`src/hdl/tks_ram.sv`:
```
// Generic single-write, single-read RAM with registered read data.
module tks_ram #(
    parameter int WIDTH = 8,
    parameter int DEPTH = 16,
    parameter int AW    = $clog2(DEPTH)
) (
    input  logic             clk,
    input  logic             we,
    input  logic [AW-1:0]    waddr,
    input  logic [WIDTH-1:0] wdata,
    input  logic [AW-1:0]    raddr,
    output logic [WIDTH-1:0] rdata
);

    logic [WIDTH-1:0] mem [DEPTH];
    logic [WIDTH-1:0] rdata_reg;

    always_ff @(posedge clk)
    begin
        if (we)
        begin
            mem[waddr] <= wdata;
        end
        rdata_reg <= mem[raddr];
    end

    assign rdata = rdata_reg;

endmodule

```
`config.mk`:
```
export PLATFORM = sky130hd
export DESIGN_NAME = tks_ram
export DESIGN_NICKNAME = d
export VERILOG_FILES = /design/src/hdl/tks_ram.sv
export SDC_FILE = /design/constraint.sdc
export NUM_CORES = 1
export LEC_CHECK = 0
export BUFFER_PORTS_ARGS = -buffer_cell sky130_fd_sc_hd__buf_2
export CAP_MARGIN = 20
export CORE_AREA = 2 2 116 90
export CTS_CLUSTER_DIAMETER = 80
export CTS_CLUSTER_SIZE = 40
export DETAILED_ROUTE_END_ITERATION = 8
export DIE_AREA = 0 0 118 92
export HOLD_SLACK_MARGIN = 0.1
export PLACE_DENSITY = 0.73
export SLEW_MARGIN = 30
export SYNTH_ARGS = -nofsm -noshare
export SYNTH_HDL_FRONTEND = slang
export SYNTH_SLANG_ARGS = --single-unit
export TNS_END_PERCENT = 5
```
`constraint.sdc`:
```
create_clock -name clk -period 1.6 [get_ports clk]
set_input_delay 0.16 -clock clk [delete_from_list [all_inputs] [get_ports clk]]
set_output_delay 0.16 -clock clk [all_outputs]
set_load 0.03 [all_outputs]
```
==> results of run 1 <==
[worst paths after layout]
path / endpoint / slack [ps]
worst max-delay path: rdata[3] / 210
worst min-delay path: mem[0][6] / 140
worst max register to register: rdata[3] / 210
worst min register to register: rdata[7] / 680
[cells in the mapped netlist]
cell type        count  area [sq um]
buf_2                3          15.0
nand3_1              1          5.00
edfxtp_1           128          3840
nand2_1              9          33.8
mux4_2              18           405
clkdlybuf4s25_2      3          30.0
or3b_2               1          8.76
mux4_1              14           368
nand3b_1             2          15.0
buf_4                1          7.51
a22oi_1             16           120
nand2b_1             2          12.5
nor2b_1              1          6.26
buf_6                3          33.8
dfxtp_1              8           160
nor2_1              13          48.8
and2b_1              1          7.51
nor3_1               4          20.0
and2_1               1          6.26
[metal layers]
| layer | share of wire (%) | wire [microns] | track usage (%) |
|---|---|---|---|
| met2 | 48 | 4910 | 31.8 |
| met1 | 43 | 4350 | 29.4 |
| met4 | 0.91 | 93 | 6.12 |
| met3 | 8.2 | 841 | 6.90 |
| met5 | 0 | 0 | 0 |
[power by group through the flow]
stage / combinational, mW / clock, mW / sequential [mW]
after CTS: 0.438 / 3.99 / 4.01
final: 0.434 / 3.92 / 4.01
after global routing: 0.465 / 4.13 / 4.02
after global placement: 0.421 / 0 / 4.08
after floorplan: 0.202 / 0 / 4.12
after detailed placement: 0.434 / 0 / 4.08
[stage by stage]
step / setup slack [ps] / setup TNS [ps] / total power [mW] / hold WS (ps)
after CTS: 195 / 0 / 8.44 / 140
after detailed placement: -33.7 / -33.7 / 4.52 / 565
after global placement: 34.0 / 0 / 4.50 / 552
final: 207 / 0 / 8.36 / 140
after global routing: 164 / 0 / 8.62 / 150
after floorplan: 174 / 0 / 4.32 / 259
[placed cells by master (no fill, tap or decap), drive strengths merged]
| cell | instances |
|---|---|
| bufinv | 3 |
| nand2b | 2 |
| nand2 | 9 |
| a22oi | 16 |
| and2b | 1 |
| nand3 | 1 |
| clkinv | 4 |
| clkinvlp | 1 |
| nand3b | 2 |
| nor2b | 1 |
| and2 | 1 |
| dfxtp | 8 |
| nor3 | 4 |
| buf | 57 |
| or3b | 1 |
| nor2 | 13 |
| edfxtp | 128 |
| mux4 | 32 |
| clkbuf | 24 |
[kinds of logic after synthesis]
kind of cell / count (synthesis) / share of synthesized area (%)
buf+inv: 10 / 1.68
mux: 32 / 15.0
flops: 136 / 77.8
compound gates: 16 / 2.33
simple gates: 35 / 3.18
[area by class of cell]
type / instances / area, sq um
sequential: 136 / 4000
fill: 673 / 3650
multi-input combinational: 83 / 1060
clock buffer: 24 / 482
timing repair buffer: 57 / 403
tap: 136 / 170
clock inverter: 8 / 119
[critical path, cell delays in order, from the launching register on]
cell	delay [ps]
edfxtp_1	390
mux4_1	520
a22oi_1	300
nand2_1	80
==> out/summary.txt, run 1 <==
Die H = 92 microns
Initial Util = 52.0%
critical path peak fanout = 1
GRT Util Overall = 20.9%
CTS tree = yes
synth unique cells = 19
CTS root buf = clkbuf_16
P_int = 6.73 mW
# diodes = 0
Setup violations, final = 0
skew final = 7.85 ps
largest net degree at the start of global routing = 23
antenna violations before repair = 0
Post-CTS Setup Bufs = 0
Hold Crit Class = primary input to flip-flop
Pleak = 2.17 nW
WL final = 10200 microns
Clock Latency Late Sink = 400 ps
Sw Ratio = 19.6%
DR vias = 2567
number of global-route vias before repair = 2632
Max-Cap Viols = 0
number of port buffers = 25
Max Slew Vio Count = 0
final hold violation count = 0
grt total ovfl = 0
Ports = 26
hpwl dp = 6530 microns
RSZ-0062 raised after global routing = no
DR WL/cell = 23.0 microns
Worst setup startpoint = mem[2][3]
Mapped Cells = 229
Clock Power Share = 46.8%
routability cong. = 0.791
share of layout cells above drive strength 1 = 33.4%
sequential element share of the synthesized area = 77.8%
Worst Hold Depth = 1
CP Class = flip-flop to flip-flop
Die ar. = 10900 sq um
die width = 118 microns
mapped cell area = 5150 sq um
max reg flops = 128
final design utilization = 63.1%
area delta synth->final = 21.2%
Power Density = 1340 nW/um^2
Worst-Margin Slew = 421 ps
cell total after placement = 412
VDD IR max = 828 uV
post-CTS sizing = 0
mean area per synthesized cell = 22.5 sq um
Final ANT Viol Nets = 0
H-tree Lvls = 4
Design Area, Final = 6240 sq um
Reg power frac = 48.0%
R2R depth = 3
status = finished, final reports clean
final non-filler cell total = 444
Cell Area, Placed = 5640 sq um
power share of the combinational group = 5.2%
Clock Pin Slew Worst Setup and Hold Paths = 60 ps
drt first pass iters = 6
CORE AREA = 9890 sq um
Mapped Nets = 247
Worst setup SP type = flip-flop
worst reg2reg startpoint = mem[2][3]
DR vias/cell = 5.78
fmax = 718 MHz
fin crit share = 87.0%
Detailed Route Iter0 Violations = 335
Site Rows = 32
CTS sink count = 136
DRC violations left = 0
crit path time final = 1390 ps
Post-CTS Hold Fix Bufs = 0
Switch Pwr = 1.64 mW
Relative slew margins = 71.9%
global-route wire length before repair = 15900 microns
Worst Setup End Kind = flip-flop
hold_sp = wdata[6]
flops & latches, synth = 136
Ys Warns = 0
Worst Path Arrival = 1680 ps
Clock Tree Buf Depth = 2
Worst Path Required = 1890 ps
total clock buffers created by CTS = 17
fin nets = 313
Power figures use the tool's default switching activity.
==> inputs of run 2 (changes only) <==
Settings changed: CORE_AREA 2 2 116 90 to 2 2 127 98, DIE_AREA 0 0 118 92 to 0 0 129 100, PLACE_DENSITY 0.73 to default.
==> run 2 against run 1 <==
Die area rose by 19%. Setup slack improved by 13 ps. Combinational power barely moved. Largest power group is now clock.
==> out/summary.txt, run 2 (same netlist as run 1, synthesis figures left out) <==
hold_sp = wdata[3]
routability cong. = 0.733
Storage cell area = 4000 sq um
Detailed Route Iter0 Violations = 231
critical path buffer and inverter count = 0
max reg flops = 128
total clock buffers created by CTS = 17
CTS root buf = clkbuf_16
Site Rows = 35
Clock Pin Slew Worst Setup and Hold Paths = 60 ps
H-tree Lvls = 4
CTS tree = yes
Post-CTS Hold Fix Bufs = 0
VDD IR max = 939 uV
share of layout cells above drive strength 1 = 33.2%
commonest non-fill, non-tap cell in the layout = edfxtp_1
FILL cells = 926
worst reg2reg startpoint = mem[9][5]
Final Total Pwr = 8.58 mW
Initial Util = 43.4%
# diodes = 0
Worst-Margin Slew = 756 ps
skew final = 3.70 ps
cell family with most CP delay = multiplexers
Pleak = 2.14 nW
grt total ovfl = 0
fmax = 725 MHz
post-CTS sizing = 0
Post-CTS Setup Bufs = 0
Die H = 100 microns
Clock Tree Buf Depth = 2
Clock Latency Late Sink = 410 ps
DR WL/cell = 22.5 microns
fin crit share = 86.2%
Power Density = 1370 nW/um^2
WL final = 10500 microns
drt first pass iters = 4
cell total after placement = 435
Worst path slowest cell = mux4_1
Max-Cap Viols = 0
CP Class = flip-flop to flip-flop
fin nets = 306
hpwl dp = 6780 microns
Worst Path Required = 1880 ps
final hold violation count = 0
DRC violations left = 0
GRT Util Overall = 18.0%
Hold Crit Class = primary input to flip-flop
Worst setup SP type = flip-flop
status = finished, final reports clean
Worst Setup End Kind = flip-flop
RSZ-0062 raised after global routing = no
Final ANT Viol Nets = 0
DR vias = 2490
Relative slew margins = 49.5%
Ports = 26
critical path's largest stage delay = 500 ps
Worst setup startpoint = mem[9][5]
CORE AREA = 11900 sq um
Worst Path Arrival = 1650 ps
area of the multi-input gates = 1060 sq um
final non-filler cell total = 467
antenna violations before repair = 0
number of global-route vias before repair = 2621
critical path peak fanout = 1
area delta synth->final = 21.8%
die width = 129 microns
DR vias/cell = 5.33
number of port buffers = 25
Max Slew Vio Count = 0
commonest cells after routing, fill and taps aside = edfxtp_1, buf_2, buf_4, mux4_2, clkbuf_16
global-route wire length before repair = 15800 microns
CP cell instances = mux4_1, a22oi_1, nand2_1
Die ar. = 12900 sq um
crit path time final = 1380 ps
CTS sink count = 136
Setup violations, final = 0
largest net degree at the start of global routing = 26
==> run 2: stage by stage <==
step	setup WS (ps)	hold slack [ps]	instance area [sq um]	util [%]	setup TNS [ps]
floorplan	174	259	5150	-	0
global placement	-14.1	556	5640	47.5	-14.1
global route	152	139	6270	52.8	0
CTS	227	133	6270	52.8	0
detailed placement	-26.6	565	5640	47.5	-34.4
finish	221	141	6270	52.8	0
==> run 2: path summary, 6_finish.rpt <==
kind	endpoint	slack, ps	cells after the start
max	rdata[5]	220	3
min	mem[3][3]	140	1
max reg2reg	rdata[5]	220	3
min reg2reg	rdata[7]	680	3
==> run 2: power by group <==
group	switching (mW)	internal [mW]
clock	1.40	2.74
sequential	0.0277	3.98
combinational	0.259	0.175
total	1.69	6.90
==> run 2: routing by layer <==
metal  up-vias  global-route usage (%)  wire length [microns]
li1       1091                       -                      -
met1      1321                    26.0                   5060
met2        66                    26.7                   4850
met3        12                    4.85                    481
met4         0                    6.27                    135
met5         -                       0                      0
==> run 2: final cells by class <==
class / count / area share (%)
sequential: 136 / 63.9
timing repair buffer: 50 / 5.79
clock inverter: 15 / 3.31
clock buffer: 17 / 6.79
tap: 166 / 3.31
multi-input combinational: 83 / 16.9
==> run 2: worst register-to-register path, delay by kind of cell, from the launching register on <==
| kind | cells | cell delay [ps] |
|---|---|---|
| AOI/OAI and AO/OA | 1 | 260 |
| DFF | 1 | 360 |
| muxes | 1 | 500 |
| and+or+nand+nor | 1 | 130 |
==> inputs of run 3 (changes only) <==
Settings changed: CORE_AREA 2 2 127 98 to 10 10 135 106, DIE_AREA 0 0 129 100 to 0 0 145 116, GPL_ROUTABILITY_DRIVEN from default to 0.
==> run 3 against run 2 <==
Worst hold slack lost 14 ps. Via count decreased by 2.7%. Clock power increased by 2%. Sequential share of layout area increased by 0.31 points. Clock-buffer cell count is 2 higher. Critical path depth stayed put. Global-route usage down 5.1 points. Maximum frequency increased by 4.4%. Flip-flop and latch count stayed put. Clock skew hardly changed. Cell count decreased by 1.9%. Wire length fell by 5.1%. Critical endpoint is now rdata[4].
==> out/summary.txt, run 3 (same netlist as run 1, synthesis figures left out) <==
Levels on crit path = 3
Clock Tree Buf Depth = 2
final hold violation count = 0
share of layout cells above drive strength 1 = 32.4%
Pleak = 2.12 nW
Power Density = 1380 nW/um^2
Worst setup SP type = flip-flop
Worst-Margin Slew = 778 ps
number of port buffers = 25
Worst R2R End = rdata[4]
Detailed Route Iter0 Violations = 211
DRC violations left = 0
final design utilization = 54.1%
Setup crit end = rdata[4]
CP cell instances = mux4_1, a22oi_1, nand2_1
area delta synth->final = 21.2%
Initial Util = 44.6%
critical path's largest stage delay = 490 ps
fmax = 757 MHz
Cell Area, Placed = 5590 sq um
number of global-route vias before repair = 2546
R2R depth = 3
grt total ovfl = 0
global-route wire length before repair = 15700 microns
drt first pass iters = 6
fin nets = 301
max reg flops = 128
final non-filler cell total = 458
cell family with most CP delay = multiplexers
Final ANT Viol Nets = 0
Worst Setup End Kind = flip-flop
VDD IR max = 754 uV
Clock Latency Late Sink = 410 ps
DR vias = 2423
Max Slew Vio Count = 0
DR WL/cell = 21.8 microns
commonest non-fill, non-tap cell in the layout = edfxtp_1
commonest cells after routing, fill and taps aside = edfxtp_1, buf_2, mux4_2, clkbuf_16
R2R setup slack = 280 ps
hpwl dp = 6340 microns
Relative slew margins = 48.0%
H-tree Lvls = 4
skew final = 4.18 ps
CP Class = flip-flop to flip-flop
GRT Util Overall = 12.8%
CTS sink count = 136
hold_sp = wdata[5]
fin crit share = 82.6%
Setup violations, final = 0
Worst Path Arrival = 1610 ps
Max-Cap Viols = 0
largest net degree at the start of global routing = 21
cell total after placement = 426
worst reg2reg startpoint = mem[10][4]
Site Rows = 34
Ports = 26
Worst path slowest cell = mux4_1
RSZ-0062 raised after global routing = no
Die H = 116 microns
Post-CTS Setup Bufs = 0
antenna violations before repair = 0
Clock Pin Slew Worst Setup and Hold Paths = 60 ps
WL final = 9990 microns
critical path peak fanout = 1
DR vias/cell = 5.29
Die ar. = 16800 sq um
total clock buffers created by CTS = 17
Post-CTS Hold Fix Bufs = 0
Worst Path Required = 1890 ps
CTS root buf = clkbuf_16
die width = 145 microns
Design Area, Final = 6240 sq um
Worst setup startpoint = mem[10][4]
# diodes = 0
post-CTS sizing = 0
Hold Crit Class = primary input to flip-flop
Final Total Pwr = 8.64 mW
critical path buffer and inverter count = 0
CTS tree = yes
crit path time final = 1320 ps
status = finished, final reports clean
CORE AREA = 11500 sq um
==> run 3: cell count changes in the layout (fill, tap and decap cells not counted) <==
cell        delta
clkinv_2       -1
clkbuf_8       +1
clkinvlp_4     +1
clkbuf_1       +1
buf_4          -5
clkinv_1       -2
==> run 3: layer usage <==
layer	GRT usage (%)	part of all wire, %	up-vias
met1	18.4	50	1264
li1	-	-	1086
met5	0	0	-
met4	6.11	1.3	0
met2	17.7	45	60
met3	3.51	4.0	13
==> run 3: worst min-delay path by stage <==
stage / cells past startpoint / slack [ps] / endpoint
2_1_floorplan: 0 / 260 / mem[0][0]
3_3_place_gp: 1 / 550 / mem[4][2]
3_5_place_dp: 1 / 570 / mem[15][5]
4_1_cts: 1 / 120 / mem[4][2]
5_1_grt: 1 / 140 / mem[14][0]
6_report: 1 / 130 / mem[15][5]
==> run 3: final cells by class <==
cell class                 count  area [sq um]
sequential                   136          4000
fill                         906          5290
multi-input combinational     83          1060
clock buffer                  19           443
timing repair buffer          45           325
clock inverter                13           203
tap                          162           203
==> run 3: stage by stage <==
stage	hold WS [ps]	TNS (ps)	worst slack (ps)
2_1_floorplan	259	0	174
5_1_grt	137	0	191
6_report	127	0	278
3_5_place_dp	565	-4.16	-3.56
3_3_place_gp	548	-8.33	-8.33
4_1_cts	122	0	251
==> run 3: power breakdown <==
| part | switching, mW | total, mW | internal (mW) |
|---|---|---|---|
| clock | 1.42 | 4.21 | 2.79 |
| combinational | 0.250 | 0.418 | 0.169 |
| sequential | 0.0262 | 4.01 | 3.98 |
